## src/hw/rtl/ffba_pkg.sv

```systemverilog
`default_nettype none

package ffba_pkg;

	// slots checked per scan cycle, and per write cycle when marking
	localparam int CHUNK     = 16;
	localparam int LOG_CHUNK = 4;

	localparam logic OP_ALLOC = 1'b0;
	localparam logic OP_FREE  = 1'b1;

	typedef enum logic [1:0] {
		ST_OK      = 2'd0,
		ST_NOFIT   = 2'd1,
		ST_PASTEND = 2'd2
	} st_t;

	typedef struct packed {
		logic load;
		logic scan_start;
		logic scan;
		logic mark_alloc;
		logic mark_free;
		logic mark;
		logic push;
		logic found;
		st_t  code;
	} cmd_t;

	typedef struct packed {
		logic alloc;
		logic bad_len;
		logic past_end;
		logic zero_len;
		logic hit;
		logic scan_end;
		logic mark_last;
		logic rsp_free;
	} sts_t;

endpackage

`default_nettype wire

```

## src/hw/rtl/first_fit_bitmap_allocator.sv

```systemverilog
`default_nettype none

// First-fit run allocator over a bitmap of SLOTS slots, all free after reset.
// One word is taken at a time: an allocate scans the bitmap 16 slots per
// cycle from slot 0 upward, one row of the bitmap memory per cycle, then
// writes the found run one row per cycle. An allocate is checked, scans up
// to SLOTS/16 rows until a run fits, then marks the rows the run covers;
// a free is checked and then marks the rows it covers, and a rejected
// request goes from the check straight to the response. The response waits
// in an output register, so the next word is taken as soon as the response
// is parked there. No clearing pass is needed after reset: each bitmap row
// has a valid flag.
module first_fit_bitmap_allocator #(
	parameter int SLOTS = 256
) (
	input  wire logic       clk,
	input  wire logic       arst_n,
	input  wire logic       req_valid,
	output logic            req_stall,
	input  wire logic       op,
	input  wire logic [8:0] run_length,
	input  wire logic [7:0] free_offset,
	output logic            rsp_valid,
	input  wire logic       rsp_stall,
	output logic [7:0]      found_offset,
	output logic [1:0]      status
);
	import ffba_pkg::*;

	cmd_t cmd;
	sts_t sts;

	ffba_ctrl u_ctrl (
		.clk       (clk),
		.arst_n    (arst_n),
		.req_valid (req_valid),
		.req_stall (req_stall),
		.sts       (sts),
		.cmd       (cmd)
	);

	ffba_dpath #(
		.SLOTS (SLOTS)
	) u_dpath (
		.clk          (clk),
		.arst_n       (arst_n),
		.cmd          (cmd),
		.sts          (sts),
		.op           (op),
		.run_length   (run_length),
		.free_offset  (free_offset),
		.rsp_stall    (rsp_stall),
		.rsp_valid    (rsp_valid),
		.found_offset (found_offset),
		.status       (status)
	);

endmodule

`default_nettype wire

```

## src/hw/rtl/ffba_ctrl.sv

```systemverilog
`default_nettype none

module ffba_ctrl (
	input  wire logic          clk,
	input  wire logic          arst_n,
	input  wire logic          req_valid,
	output logic               req_stall,
	input  ffba_pkg::sts_t     sts,
	output ffba_pkg::cmd_t     cmd
);
	import ffba_pkg::*;

	typedef enum logic [2:0] {
		S_IDLE,
		S_CHECK,
		S_SCAN,
		S_MARK,
		S_RESP
	} state_t;

	state_t state_q;
	logic   stall_q;
	st_t    code_q;
	logic   found_q;

	assign req_stall = stall_q;

	always_comb begin
		cmd = '0;
		cmd.code = code_q;
		cmd.found = found_q;
		case (state_q)
			S_IDLE: begin
				cmd.load = req_valid;
			end
			S_CHECK: begin
				cmd.scan_start = sts.alloc && !sts.bad_len;
				cmd.mark_free = !sts.alloc && !sts.past_end && !sts.zero_len;
			end
			S_SCAN: begin
				cmd.scan = 1'b1;
				cmd.mark_alloc = sts.hit;
			end
			S_MARK: begin
				cmd.mark = 1'b1;
			end
			S_RESP: begin
				cmd.push = sts.rsp_free;
			end
			default: begin
				cmd = '0;
			end
		endcase
	end

	always_ff @(posedge clk or negedge arst_n) begin
		if (!arst_n) begin
			state_q <= S_IDLE;
			stall_q <= 1'b0;
			code_q  <= ST_OK;
			found_q <= 1'b0;
		end else begin
			case (state_q)
				S_IDLE: begin
					if (req_valid) begin
						state_q <= S_CHECK;
						stall_q <= 1'b1;
					end
				end
				S_CHECK: begin
					found_q <= 1'b0;
					code_q  <= ST_OK;
					if (sts.alloc) begin
						if (sts.bad_len) begin
							code_q  <= ST_NOFIT;
							state_q <= S_RESP;
						end else begin
							state_q <= S_SCAN;
						end
					end else if (sts.past_end) begin
						code_q  <= ST_PASTEND;
						state_q <= S_RESP;
					end else if (sts.zero_len) begin
						state_q <= S_RESP;
					end else begin
						state_q <= S_MARK;
					end
				end
				S_SCAN: begin
					if (sts.hit) begin
						found_q <= 1'b1;
						code_q  <= ST_OK;
						state_q <= S_MARK;
					end else if (sts.scan_end) begin
						code_q  <= ST_NOFIT;
						state_q <= S_RESP;
					end
				end
				S_MARK: begin
					if (sts.mark_last) begin
						state_q <= S_RESP;
					end
				end
				S_RESP: begin
					if (sts.rsp_free) begin
						state_q <= S_IDLE;
						stall_q <= 1'b0;
					end
				end
				default: begin
					state_q <= S_IDLE;
					stall_q <= 1'b0;
				end
			endcase
		end
	end

endmodule

`default_nettype wire

```

## src/hw/rtl/ffba_dpath.sv

```systemverilog
`default_nettype none

module ffba_dpath #(
	parameter int SLOTS = 256
) (
	input  wire logic          clk,
	input  wire logic          arst_n,
	input  ffba_pkg::cmd_t     cmd,
	output ffba_pkg::sts_t     sts,
	input  wire logic          op,
	input  wire logic [8:0]    run_length,
	input  wire logic [7:0]    free_offset,
	input  wire logic          rsp_stall,
	output logic               rsp_valid,
	output logic [7:0]         found_offset,
	output logic [1:0]         status
);
	import ffba_pkg::*;

	localparam int ROWS = (SLOTS + CHUNK - 1) / CHUNK;
	localparam int RW   = (ROWS > 1) ? $clog2(ROWS) : 1;
	localparam int OW   = $clog2(SLOTS);
	localparam int FW   = $clog2(ROWS * CHUNK + 1);
	localparam int NW   = ((FW > 9) ? FW : 9) + 1;

	// request
	logic          op_q;
	logic [NW-1:0] len_q;
	logic [NW-1:0] off_q;

	// bitmap: one row of CHUNK used bits per address
	logic [CHUNK-1:0] mem [ROWS];
	logic [ROWS-1:0]  row_valid_q;

	// scan
	logic [RW:0]      rd_row_q;
	logic [RW-1:0]    rrow_s1;
	logic             dval_s1;
	logic [CHUNK-1:0] rdata_s1;
	logic             rvld_s1;
	logic [FW-1:0]    free_cnt_q;

	// mark
	logic [NW-1:0] lo_q;
	logic [OW-1:0] pos_q;
	logic [RW-1:0] wr_row_q;

	// response
	logic       rsp_valid_q;
	logic [7:0] found_q;
	st_t        status_q;

	logic                 rd_more;
	logic [CHUNK-1:0]     used;
	logic [CHUNK-1:0]     lu_any;
	logic [LOG_CHUNK-1:0] lu_idx [CHUNK];
	logic [NW-1:0]        run [CHUNK];
	logic [CHUNK-1:0]     fit;
	logic                 hit;
	logic [LOG_CHUNK-1:0] hj;
	logic [NW-1:0]        start;
	logic [NW-1:0]        mstart;
	logic [NW-1:0]        mrow;
	logic [NW-1:0]        hi;
	logic [NW-1:0]        last_row;
	logic [CHUNK-1:0]     sel;
	logic [CHUNK-1:0]     wmask;
	logic [CHUNK-1:0]     wdat;
	logic [OW+7:0]        pos_ext;

	assign rd_more = rd_row_q < (RW+1)'(ROWS);

	// slots past the end of the store count as used
	always_comb begin
		for (int j = 0; j < CHUNK; j++) begin
			used[j] = (rvld_s1 & rdata_s1[j]) |
				(((NW'(rrow_s1) << LOG_CHUNK) + NW'(j)) >= NW'(SLOTS));
		end
	end

	// free run ending at each slot of the chunk, carried from earlier chunks
	always_comb begin
		for (int j = 0; j < CHUNK; j++) begin
			lu_any[j] = 1'b0;
			lu_idx[j] = '0;
			for (int k = 0; k <= j; k++) begin
				if (used[k]) begin
					lu_any[j] = 1'b1;
					lu_idx[j] = LOG_CHUNK'(k);
				end
			end
			run[j] = lu_any[j] ? (NW'(j) - NW'(lu_idx[j]))
				: (NW'(free_cnt_q) + NW'(j) + NW'(1));
			fit[j] = dval_s1 && (run[j] >= len_q);
		end
	end

	always_comb begin
		hj = '0;
		for (int j = CHUNK - 1; j >= 0; j--) begin
			if (fit[j]) begin
				hj = LOG_CHUNK'(j);
			end
		end
	end

	assign hit   = |fit;
	assign start = (NW'(rrow_s1) << LOG_CHUNK) + NW'(hj) + NW'(1) - len_q;

	assign mstart   = cmd.mark_alloc ? start : off_q;
	assign mrow     = mstart >> LOG_CHUNK;
	assign hi       = lo_q + len_q;
	assign last_row = (hi - NW'(1)) >> LOG_CHUNK;

	always_comb begin
		for (int b = 0; b < CHUNK; b++) begin
			sel[b] = (((NW'(wr_row_q) << LOG_CHUNK) + NW'(b)) >= lo_q) &&
				(((NW'(wr_row_q) << LOG_CHUNK) + NW'(b)) < hi);
		end
	end

	// a row never written holds junk: write all of it the first time
	assign wmask = row_valid_q[wr_row_q] ? sel : '1;
	assign wdat  = (op_q == OP_ALLOC) ? sel : '0;

	always_comb begin
		sts           = '0;
		sts.alloc     = op_q == OP_ALLOC;
		sts.bad_len   = (len_q == '0) || (len_q > NW'(SLOTS));
		sts.past_end  = (off_q >= NW'(SLOTS)) || ((off_q + len_q) > NW'(SLOTS));
		sts.zero_len  = len_q == '0;
		sts.hit       = hit;
		sts.scan_end  = dval_s1 && !hit && (rrow_s1 == RW'(ROWS - 1));
		sts.mark_last = NW'(wr_row_q) == last_row;
		sts.rsp_free  = !rsp_valid_q || !rsp_stall;
	end

	always_ff @(posedge clk) begin
		if (cmd.load) begin
			op_q  <= op;
			len_q <= NW'(run_length);
			off_q <= NW'(free_offset);
		end
		if (cmd.mark_alloc || cmd.mark_free) begin
			lo_q     <= mstart;
			wr_row_q <= mrow[RW-1:0];
		end else if (cmd.mark) begin
			wr_row_q <= wr_row_q + RW'(1);
		end
		if (cmd.mark_alloc) begin
			pos_q <= start[OW-1:0];
		end
		if (cmd.scan && rd_more) begin
			rdata_s1 <= mem[rd_row_q[RW-1:0]];
			rvld_s1  <= row_valid_q[rd_row_q[RW-1:0]];
			rrow_s1  <= rd_row_q[RW-1:0];
		end
	end

	always_ff @(posedge clk) begin
		if (cmd.mark) begin
			for (int b = 0; b < CHUNK; b++) begin
				if (wmask[b]) begin
					mem[wr_row_q][b] <= wdat[b];
				end
			end
		end
	end

	always_ff @(posedge clk or negedge arst_n) begin
		if (!arst_n) begin
			row_valid_q <= '0;
			rd_row_q    <= '0;
			dval_s1     <= 1'b0;
			free_cnt_q  <= '0;
		end else begin
			if (cmd.mark) begin
				row_valid_q[wr_row_q] <= 1'b1;
			end
			if (cmd.scan_start) begin
				rd_row_q   <= '0;
				dval_s1    <= 1'b0;
				free_cnt_q <= '0;
			end else if (cmd.scan) begin
				dval_s1 <= rd_more;
				if (rd_more) begin
					rd_row_q <= rd_row_q + (RW+1)'(1);
				end
				// carry the free run at the top of this chunk into the next
				if (dval_s1) begin
					if (lu_any[CHUNK-1]) begin
						free_cnt_q <= FW'(CHUNK - 1) - FW'(lu_idx[CHUNK-1]);
					end else begin
						free_cnt_q <= free_cnt_q + FW'(CHUNK);
					end
				end
			end
		end
	end

	assign pos_ext = (OW+8)'(pos_q);

	always_ff @(posedge clk) begin
		if (cmd.push) begin
			status_q <= cmd.code;
			found_q  <= cmd.found ? pos_ext[7:0] : 8'd0;
		end
	end

	always_ff @(posedge clk or negedge arst_n) begin
		if (!arst_n) begin
			rsp_valid_q <= 1'b0;
		end else if (cmd.push) begin
			rsp_valid_q <= 1'b1;
		end else if (!rsp_stall) begin
			rsp_valid_q <= 1'b0;
		end
	end

	assign rsp_valid    = rsp_valid_q;
	assign found_offset = found_q;
	assign status       = status_q;

endmodule

`default_nettype wire

```

## config.mk

```make
export PLATFORM = sky130hd
export DESIGN_NAME = first_fit_bitmap_allocator
export DESIGN_NICKNAME = d
export VERILOG_FILES = /design/src/hw/rtl/ffba_pkg.sv /design/src/hw/rtl/first_fit_bitmap_allocator.sv /design/src/hw/rtl/ffba_ctrl.sv /design/src/hw/rtl/ffba_dpath.sv
export SDC_FILE = /design/constraint.sdc
export NUM_CORES = 1
export LEC_CHECK = 0
export BUFFER_PORTS_ARGS = -buffer_cell sky130_fd_sc_hd__buf_4
export CORE_AREA = 4 4 236 238
export CTS_CLUSTER_DIAMETER = 60
export DETAILED_ROUTE_END_ITERATION = 8
export DIE_AREA = 0 0 240 242
export GPL_TIMING_DRIVEN = 1
export PLACE_DENSITY = 0.71
export SYNTH_ARGS = -nofsm -noshare
export SYNTH_HDL_FRONTEND = slang
export SYNTH_HIERARCHICAL = 1
export SYNTH_SLANG_ARGS = --single-unit
export TNS_END_PERCENT = 100
```

## constraint.sdc

```tcl
create_clock -name clk -period 6.1 [get_ports clk]
set_clock_uncertainty 0.15 [all_clocks]
set_input_delay 1.22 -clock clk [delete_from_list [all_inputs] [get_ports clk]]
set_output_delay 1.22 -clock clk [all_outputs]
set_load 0.005 [all_outputs]
```

Yosys cells after proc, flatten, opt, wreduce, memory -nomap -nowiden

Memory sizes are Yosys's and may differ from the RTL's. A register that Yosys moved wholly into a read port is not among the register bits.
Cells that the tools add are included.

Bits in writable memories: 256
Output and inout port bits: 12
Input port bits: 22
Word-level logic and storage cells: 450
Memories kept: 1
Bits in registers: 94

Memories:

| memory      | words | width | rd ports | clocked after Yosys merged registers in | write ports | RTL line         | RTL |
|---|---|---|---|---|---|---|---|
| u_dpath.mem | 16    | 16    | 1        | 1                                       | 1           | ffba_dpath.sv:32 | `logic [CHUNK-1:0] mem [ROWS];` |

Order comparisons: 71
Reduce and logical (&&, ||, !) cells: 65
Add/sub/neg operators: 85
Equal/unequal tests: 12
Mux-type cells: 161
Bitwise logic cells: 35

Operators by type and width:

| operator                                              | number |
|---|---|
| adder 10 x 1 -> 10 bit (second input constant)        | 16 |
| >= comparator 10 x 9 -> 1 bit                         | 16 |
| two-way mux 10 bit                                    | 16 |
| >= comparator 10 bit                                  | 15 |
| >= comparator 10 x 9 -> 1 bit (second input constant) | 15 |
| less-than comparator 10 bit                           | 15 |
| adder 8 x 4 -> 9 bit (second input constant)          | 16 |
| two-way mux 4 bit                                     | 32 |
| two-way mux 1 bit                                     | 81 |
| adder 9 x 4 -> 10 bit (second input constant)         | 8 |
| adder 8 x 3 -> 9 bit (second input constant)          | 8 |
| subtractor 4 x 4 -> 5 bit (first input constant)      | 9 |
| adder 9 x 3 -> 10 bit (second input constant)         | 4 |
| logical AND 1 bit                                     | 39 |
| adder 8 x 2 -> 9 bit (second input constant)          | 4 |
| two-way mux 9 bit                                     | 4 |
| two-way mux 16 bit                                    | 2 |
| two-way mux 3 bit                                     | 10 |
| adder 9 x 2 -> 10 bit (second input constant)         | 2 |
| subtractor 3 x 4 -> 5 bit (first input constant)      | 4 |
| adder 8 x 1 -> 9 bit (second input constant)          | 2 |
| >= comparator 8 x 9 -> 1 bit (second input constant)  | 2 |
| AND 1 bit                                             | 16 |
| OR 1 bit                                              | 16 |
| other kinds (48)                                      | 77 |

Longest topological paths before layout

Gate-level depths: netlist of the first run.

Depth after elaboration: 43
Gate-level depth with buffers: 34
Mapped depth without buffers: 33

Hierarchy

Netlist of the first run, hierarchy kept.

By module, submodules not included:

| module     | area an instance (um2) | instances | cells each |
|---|---|---|---|
| ffba_dpath | 23435.0                | 1         | 2160 |
| ffba_ctrl  | 494.2                  | 1         | 57 |

Least setup slack after synthesis of the first run

Ideal clock, no wire load.

Kind: flip-flop to flip-flop
Start point: reg u_dpath.rdata_s1[4], read port of u_dpath.mem
End point: reg u_dpath.wr_row_q[1], data pin
Setup slack: -134 ps
Buffers on the path: 1
Required time: 5690 ps
Cell stages (with the launch flop): 32
Library setup time: 260 ps
Arrival time: 5824 ps
Cell sequence: edfxtp_1 > clkbuf_1 > nor2b_1 > o21ai_1 > a21oi_1 > o21ai_1 > a21oi_1 > o21ai_0 > a21boi_1 > ha_1 > and3_1 > nor2_1 > a21oi_1 > ha_1 > and3_1 > a221o_1 > a31oi_1 > o211ai_2 > o211ai_1 > a21boi_0 > o2111a_1 > a221oi_1 > ha_1 > ha_1 > inv_1 > fa_1 > inv_1 > a21oi_1 > o21ai_0 > xor2_1 > mux2_2 > mux2_2

Word-level cells in the longest chain between the ends: 39

Ends and longest elaborated chain:

| what                             | RTL line          | RTL |
|---|---|---|
| start: declaration               | ffba_dpath.sv:39  | `logic [CHUNK-1:0] rdata_s1;` |
| AND 1 bit *                      | ffba_dpath.sv:76  | `used[j] = (rvld_s1 & rdata_s1[j]) \|` |
| OR 1 bit *                       | ffba_dpath.sv:76  |  |
| two-way mux 4 bit (12 in a row)  | ffba_dpath.sv:87  | `if (used[k]) begin` |
| subtractor 4 x 4 -> 5 bit        | ffba_dpath.sv:92  | `run[j] = lu_any[j] ? (NW'(j) - NW'(lu_idx[j]))` |
| two-way mux 10 bit               | ffba_dpath.sv:92  |  |
| >= comparator 10 x 9 -> 1 bit    | ffba_dpath.sv:94  | `fit[j] = dval_s1 && (run[j] >= len_q);` |
| logical AND 1 bit                | ffba_dpath.sv:94  |  |
| two-way mux 4 bit (11 in a row)  | ffba_dpath.sv:101 | `if (fit[j]) begin` |
| two-way mux 4 bit * (5 in a row) | ffba_dpath.sv:101 |  |
| adder 8 x 4 -> 9 bit *           | ffba_dpath.sv:108 | `assign start = (NW'(rrow_s1) << LOG_CHUNK) + NW'(hj) + NW'(1) - len_q;` |
| adder 10 x 1 -> 10 bit *         | ffba_dpath.sv:108 |  |
| subtractor 10 x 9 -> 10 bit *    | ffba_dpath.sv:108 |  |
| named net u_dpath.start[5]       | ffba_dpath.sv:61  | `logic [NW-1:0] start;` |
| two-way mux 8 bit *              | ffba_dpath.sv:110 | `assign mstart = cmd.mark_alloc ? start : off_q;` |
| named net u_dpath.mstart[5]      | ffba_dpath.sv:62  | `logic [NW-1:0] mstart;` |
| two-way mux 4 bit *              | ffba_dpath.sv:144 | `if (cmd.mark_alloc \|\| cmd.mark_free) begin` |
| end signal: assignment           | ffba_dpath.sv:146 | `wr_row_q <= mrow[RW-1:0];` |
| end signal: assignment           | ffba_dpath.sv:148 | `wr_row_q <= wr_row_q + RW'(1);` |
| end: declaration                 | ffba_dpath.sv:46  | `logic [RW-1:0] wr_row_q;` |

The timed path passes the listed nets; every way through them passes the cells marked *.
A chain may end at the register's enable or synchronous reset.

Final worst setup path of the first run

Start point: reg u_dpath.rvld_s1
End point: reg u_dpath.wr_row_q[1], data pin

Word-level cells in the longest chain between the ends: 42

Ends and longest elaborated chain:

| what                                                                        | RTL line                           | RTL |
|---|---|---|
| start: declaration                                                          | ffba_dpath.sv:40                   | `logic rvld_s1;` |
| start signal: assignment                                                    | ffba_dpath.sv:155                  | `rvld_s1 <= row_valid_q[rd_row_q[RW-1:0]];` |
| AND 1 bit                                                                   | ffba_dpath.sv:76                   |  |
| OR 1 bit                                                                    | ffba_dpath.sv:76                   |  |
| two-way mux 1 bit                                                           | ffba_dpath.sv:87                   |  |
| two-way mux 4 bit / two-way mux 1 bit (equally long branches) (14 in a row) | ffba_dpath.sv:87                   |  |
| subtractor 4 x 4 -> 5 bit / two-way mux 1 bit (equally long branches)       | ffba_dpath.sv:92, ffba_dpath.sv:87 |  |
| two-way mux 10 bit                                                          | ffba_dpath.sv:92                   |  |
| >= comparator 10 x 9 -> 1 bit                                               | ffba_dpath.sv:94                   |  |
| logical AND 1 bit                                                           | ffba_dpath.sv:94                   |  |
| two-way mux 4 bit (15 in a row)                                             | ffba_dpath.sv:101                  |  |
| two-way mux 4 bit *                                                         | ffba_dpath.sv:101                  |  |
| adder 8 x 4 -> 9 bit *                                                      | ffba_dpath.sv:108                  |  |
| adder 10 x 1 -> 10 bit *                                                    | ffba_dpath.sv:108                  |  |
| subtractor 10 x 9 -> 10 bit *                                               | ffba_dpath.sv:108                  |  |
| named net u_dpath.start[5]                                                  | ffba_dpath.sv:61                   |  |
| two-way mux 8 bit *                                                         | ffba_dpath.sv:110                  |  |
| named net u_dpath.mstart[5]                                                 | ffba_dpath.sv:62                   |  |
| two-way mux 4 bit *                                                         | ffba_dpath.sv:144                  |  |

Marks and branches as above.

==> results of run 1 <==
## cells by family (layout without fill, tap and decap cells)
family	Yosys count	after routing	share of synthesized area (%)
buffers and inverters	176	423	2.92
multiplexers	114	114	9.50
AO/OA/AOI/OAI	434	434	11.5
adder cells (fa/ha/maj)	224	224	11.8
XOR/XNOR	111	111	4.06
AND/OR/NAND/NOR	792	792	15.1
flip-flops	366	366	45.1
## sequential cells by signal, indices dropped and copies added (netlist names), 3 cells and up
name                  count
u_dpath/rd_row_q          5
u_dpath/wr_row_q          4
u_ctrl/state_q            3
u_dpath/pos_q             8
u_dpath/mem             256
u_dpath/row_valid_q      16
u_dpath/free_cnt_q        9
u_dpath/off_q             8
u_dpath/lo_q             10
u_dpath/rrow_s1           4
u_dpath/len_q             9
u_dpath/rdata_s1         16
u_dpath/found_offset      8
## power by group through the flow
| stage | clock (uW) | combinational [uW] | sequential [uW] |
|---|---|---|---|
| after floorplan | 0 | 6010 | 3620 |
| after global placement | 0 | 8740 | 3910 |
| after detailed placement | 0 | 9000 | 3920 |
| after CTS | 2440 | 9240 | 3880 |
| after global routing | 2550 | 10900 | 3940 |
| final | 2390 | 10100 | 3890 |
## final cells by class
class / count / area [um^2]
clock buffers: 52 / 1020
clock inverters: 18 / 273
fillers: 4566 / 25400
inverters: 64 / 243
multi-input cells: 1675 / 12800
flip-flops and latches: 366 / 10800
well taps: 696 / 871
repair buffers: 289 / 2210
## timing repair
| item | CTS | global route |
|---|---|---|
| setup endpoints to repair | 12 | 14 |
| hold buffers | 0 | 0 |
| buffers inserted | 5 | 24 |
| resized for setup | 29 | 85 |
| pin swaps | 7 | 54 |
## per-stage QoR
step                total power (uW)  instance area, um^2
floorplan                       9630                23900
global placement               12600                26300
detailed placement             12900                26300
CTS                            15600                27800
global route                   17400                28300
finish                         16400                28300
## synthesized netlist by cell type (33+ instances only)
cell / n / area share (%)
dfrtp_1: 39 / 4.1
nor2b_1: 42 / 1.1
nand2_1: 130 / 2.0
inv_1: 64 / 1.0
o21ai_0: 104 / 2.2
ha_1: 220 / 12
nor2_1: 409 / 6.4
a21oi_1: 139 / 2.9
mux4_2: 89 / 8.4
xor2_1: 50 / 1.8
nand2b_1: 33 / 0.86
xnor2_1: 61 / 2.2
edfxtp_1: 327 / 41
nand3_1: 43 / 0.90
clkbuf_1: 73 / 1.1
## worst max-delay path, delay by kind of cell, from the launching register on
kind / cells / cell delay [ns]
AOI/OAI and AO/OA: 16 / 2.57
muxes: 2 / 0.53
xor gates and xnor gates: 1 / 0.12
buffers and inverters: 2 / 0.10
and+or+nand+nor: 4 / 0.63
adders and majority gates: 5 / 1.31
DFF: 1 / 0.44
## layer usage
layer,global-route usage (%),vias up,share of wire (%)
met2,39.0,877,48
met1,32.9,9365,40
li1,-,8592,-
met4,8.76,2,4.1
met3,3.54,205,8.1
met5,0,-,0.018
## final timing paths
path	from	end	slack, ns	depth (start not counted)
worst min-delay path	u_ctrl/found_q	u_ctrl/found_q	0.33	1
min in group asynchronous	arst_n	u_dpath/row_valid_q[2]	0.52	1
worst max register to register	u_dpath/rvld_s1	u_dpath/wr_row_q[1]	0.006	30
worst min register to register	u_ctrl/found_q	u_ctrl/found_q	0.33	1
worst max-delay path	u_dpath/rvld_s1	u_dpath/wr_row_q[1]	0.006	30
max in group asynchronous	arst_n	u_dpath/rd_row_q[0]	4.82	1
==> impl_metrics.tcl, run 1 <==
set metrics [dict create \
    status "finished, final reports clean" \
    portBuffers 33 \
    cts_buffers 39 \
    layout_min_cycle_time_ns 6.09 \
    dpl.cell_count 3061 \
    cts_max_path_buffers 3 \
    synthCells 2217 \
    die_h_um 242 \
    grt_pass1_vias 18800 \
    die_w_um 240 \
    async_flop_share_pct 10.7 \
    worst_path_max_delay_cell "edfxtp_1" \
    slew_headroom_pct 17.8 \
    grt_pass1_wl_um 109000 \
    most-common-layout-cells "405 x nor2_1, 327 x edfxtp_1, 283 x buf_4" \
    antenna_found_initial 2 \
    start_kind "register" \
    rows 85 \
    layout_setup_ws_ns 0.00562 \
    cts.sinks 366 \
    pre_cts_ws_ns -0.415 \
    dr.pass1.iters 5 \
    ant_nets 0 \
    leakagePower_uw 0.0114 \
    cts_tree "done" \
    ys.flop_type "edfxtp_1" \
    whs_ns 0.327 \
    drc 0 \
    endpoint_kind "register" \
    power.switching_uw 7330 \
    fin_setup_tns_ns 0 \
    finalHoldViolCount 0 \
    maxCapViolations 0 \
    coreArea_um2 53600 \
    max_stage_delay_ns 0.44 \
    ys_warn_count 6 \
    synth.ff_latch_count 366 \
    criticalPathCategory "register to register" \
    track_usage_pct 24.0 \
    h-tree-depth 2 \
    cp_data_arrival_time_ns 6.25 \
    p_per_area_nw_per_um2 580 \
    synth_fp_nets 2462 \
    setup_viol 0 \
    path_max_fanout 4 \
    layout.nets 2680 \
    ys_types 90 \
    vias 19000 \
    stdcell_count 3160 \
    post_synth_instance_area_um2 23900 \
    wl_per_cell_um 22.8 \
    switching_share_pct 44.7 \
    pwr-share-seq_pct 23.8 \
    grt_max_degree 50 \
    path_clk_slew_ns 0.06 \
    p_clk_share_pct 14.6 \
    max_freq_mhz 164 \
    clock_latency_ns 0.57 \
    utilization_pct 52.7 \
    vdd_drop_max_mv 0.304 \
    gp_congestion 1.00 \
    area_delta_synth_final_pct 18.1 \
    internal-power_uw 9060 \
    layout.cells.most_common "nor2_1" \
    drt-total-wl_um 72000 \
    rsz0062_at_grt "yes" \
    cp_common_cell "a21oi_2" \
    synth_edf_count 327 \
    period_share_pct 99.9 \
    drv_slew 0 \
    drive_above_1_share_pct 22.2 \
    start_util_pct 44.6 \
    drt_iter0_markers 2039 \
    root_buffer "clkbuf_16" \
    pin_count 34 \
    yosysSeqAreaShare_pct 45.1 \
    dp_hpwl_um 49800 \
    worst_pin_slew_ns 1.23 \
    n_antenna_cell 0 \
    grt-ovfl-total 0 \
    min_path_type "register to register" \
    avgSynthCellArea_um2 10.8 \
    combPwrFrac_pct 61.6 \
    dieArea_um2 58100 \
    worst_ep_required_time_ns 6.26 \
    vias_per_cell 6.03 \
]
(Power assumes the default switching activity.)
==> inputs of run 2 (changes only) <==
--- a/config.mk
+++ b/config.mk
@@ -6,12 +6,12 @@
 export NUM_CORES = 1
 export LEC_CHECK = 0
 export BUFFER_PORTS_ARGS = -buffer_cell sky130_fd_sc_hd__buf_4
-export CORE_AREA = 4 4 236 238
+export CORE_AREA = 10 10 215 217
 export CTS_CLUSTER_DIAMETER = 60
 export DETAILED_ROUTE_END_ITERATION = 8
-export DIE_AREA = 0 0 240 242
+export DIE_AREA = 0 0 225 227
 export GPL_TIMING_DRIVEN = 1
-export PLACE_DENSITY = 0.71
+export PLACE_DENSITY = 0.85
 export SYNTH_ARGS = -nofsm -noshare
 export SYNTH_HDL_FRONTEND = slang
 export SYNTH_HIERARCHICAL = 1
==> run 2 against run 1 <==
Sequential share of layout area up 0.53 points. Clock power down 6%. Clock-buffer cell count down 11. Routed wire length down 1.1%. Setup slack better by 0.048 ns. Via count up 1.5%. Die area down 12%. Final cell count down 5.3%. Global-route usage up 3.6 points. Sequential cell count unchanged. Critical path depth down 2. Largest cell class unchanged.
==> impl_metrics.tcl, run 2 (synthesized netlist as in run 1, its figures left out) <==
set metrics [dict create \
    holdPathStages 1 \
    worst-r2r-cell-count 28 \
    vias_per_cell 6.46 \
    root_buffer "clkbuf_16" \
    layout_min_cycle_time_ns 6.05 \
    ant_nets 0 \
    min_path_type "register to register" \
    drc 0 \
    dp_hpwl_um 49000 \
    period_share_pct 99.1 \
    grt_pass1_wl_um 108000 \
    rsz0062_at_grt "yes" \
    criticalPathCategory "register to register" \
    fillers 3054 \
    drv_slew 0 \
    drt_iter0_markers 2070 \
    cts_tree "done" \
    cp_data_arrival_time_ns 6.20 \
    grt_pass1_vias 19000 \
    area_delta_synth_final_pct 16.4 \
    top_register "u_dpath/mem" \
    status "finished, final reports clean" \
    max_stage_delay_ns 0.49 \
    pin_count 34 \
    finalHoldViolCount 0 \
    clock_latency_ns 0.57 \
    fin_total_pwr_uw 16100 \
    die_w_um 225 \
    layout.nets 2668 \
    cts.sinks 366 \
    path_clk_slew_ns 0.06 \
    layout_setup_ws_ns 0.0537 \
    drt-total-wl_um 71200 \
    start_kind "register" \
    grt-ovfl-total 0 \
    layout.cells.most_common "nor2_1" \
    rows 75 \
    cts_buffers 37 \
    hold_buffers 0 \
    wl_per_cell_um 23.8 \
    die_h_um 227 \
    setup_viol 0 \
    path_max_fanout 8 \
    most-common-layout-cells "404 x nor2_1, 327 x edfxtp_1, 273 x buf_4" \
    coreArea_um2 41800 \
    start_util_pct 57.3 \
    dieArea_um2 51100 \
    h-tree-depth 2 \
    portBuffers 33 \
    leakagePower_uw 0.0113 \
    gp_congestion 0.987 \
    pre_cts_ws_ns -0.264 \
    maxCapViolations 0 \
    cp_common_cell "buf_4" \
    cts_max_path_buffers 3 \
    drive_above_1_share_pct 21.9 \
    vias 19300 \
    worst_ep_required_time_ns 6.25 \
    dr.pass1.iters 5 \
    slew_headroom_pct 11.2 \
    largest_register_ffs 256 \
    track_usage_pct 27.6 \
    p_per_area_nw_per_um2 578 \
    worst_path_max_delay_cell "or4_4" \
    vdd_drop_max_mv 0.334 \
    antenna_found_initial 1 \
    grt_max_degree 59 \
    worst_pin_slew_ns 1.33 \
    endpoint_kind "register" \
    reg_top3 "u_dpath/mem: 256 flops, u_dpath/rdata_s1: 16 flops, u_dpath/row_valid_q: 16 flops" \
    max_freq_mhz 165 \
]
## run 2: repair_timing
action | in CTS | in global routing
endpoints found under the setup margin | 11 | 15
buffers inserted | 4 | 25
pin swaps | 8 | 41
gates resized for setup | 27 | 83
hold endpoints to repair | 0 | 0
## run 2: layout make-up
cell class	instances	area, um^2	area share (%)
well taps	539	674	2.42
diodes	1	2.50	0.00898
clock inverters	26	236	0.849
flip-flops and latches	366	10800	38.8
repair buffers	279	2130	7.63
clock buffers	41	951	3.41
inverters	64	240	0.862
multi-input cells	1675	12800	46.1
## run 2: stage by stage
step                hold WS, ns  setup TNS (ns)  std cells  instance area (um^2)  utilization, %
global placement          0.303          -0.271       2894                 26100            62.4
CTS                       0.342        -0.00109       2965                 27400            65.5
finish                    0.340               0       2991                 27900            66.7
global route              0.371          -0.654       2990                 27900            66.7
floorplan                 0.273               0       2217                 23900               -
detailed placement        0.310          -0.748       2894                 26100            62.4
## run 2: path summary, 6_finish.rpt
path | endpoint | slack [ns] | start
max in group asynchronous | u_dpath/rd_row_q[0] | 4.78 | arst_n
worst min register to register | u_dpath/row_valid_q[11] | 0.34 | u_dpath/row_valid_q[11]
min in group asynchronous | u_dpath/row_valid_q[5] | 0.53 | arst_n
worst min-delay path | u_dpath/row_valid_q[11] | 0.34 | u_dpath/row_valid_q[11]
worst max register to register | u_dpath/wr_row_q[0] | 0.05 | u_dpath/rdata_s1[4]
worst max-delay path | u_dpath/wr_row_q[0] | 0.05 | u_dpath/rdata_s1[4]
## run 2: critical path, delay by kind of cell, from the launching register on
family / cells / cell delay [ns]
xor+xnor: 1 / 0.10
mux: 2 / 0.59
fa+ha+maj: 4 / 1.05
flops: 1 / 0.44
simple gates: 7 / 1.13
buf+inv: 6 / 0.88
compound gates: 8 / 1.44
## run 2: power by group
group,switching [uW],leakage [uW],internal (uW),total (uW)
clock,977,0.000585,1260,2240
combinational,5770,0.00722,4210,9980
sequential,473,0.00352,3410,3880
## run 2: routing by layer
metal	vias to the layer above	track usage, %	part of all wire [%]
li1	8577	-	-
met1	9394	34.6	38
met2	1104	45.4	48
met3	259	4.70	9.0
met4	2	14.9	5.7
met5	-	0	0.021
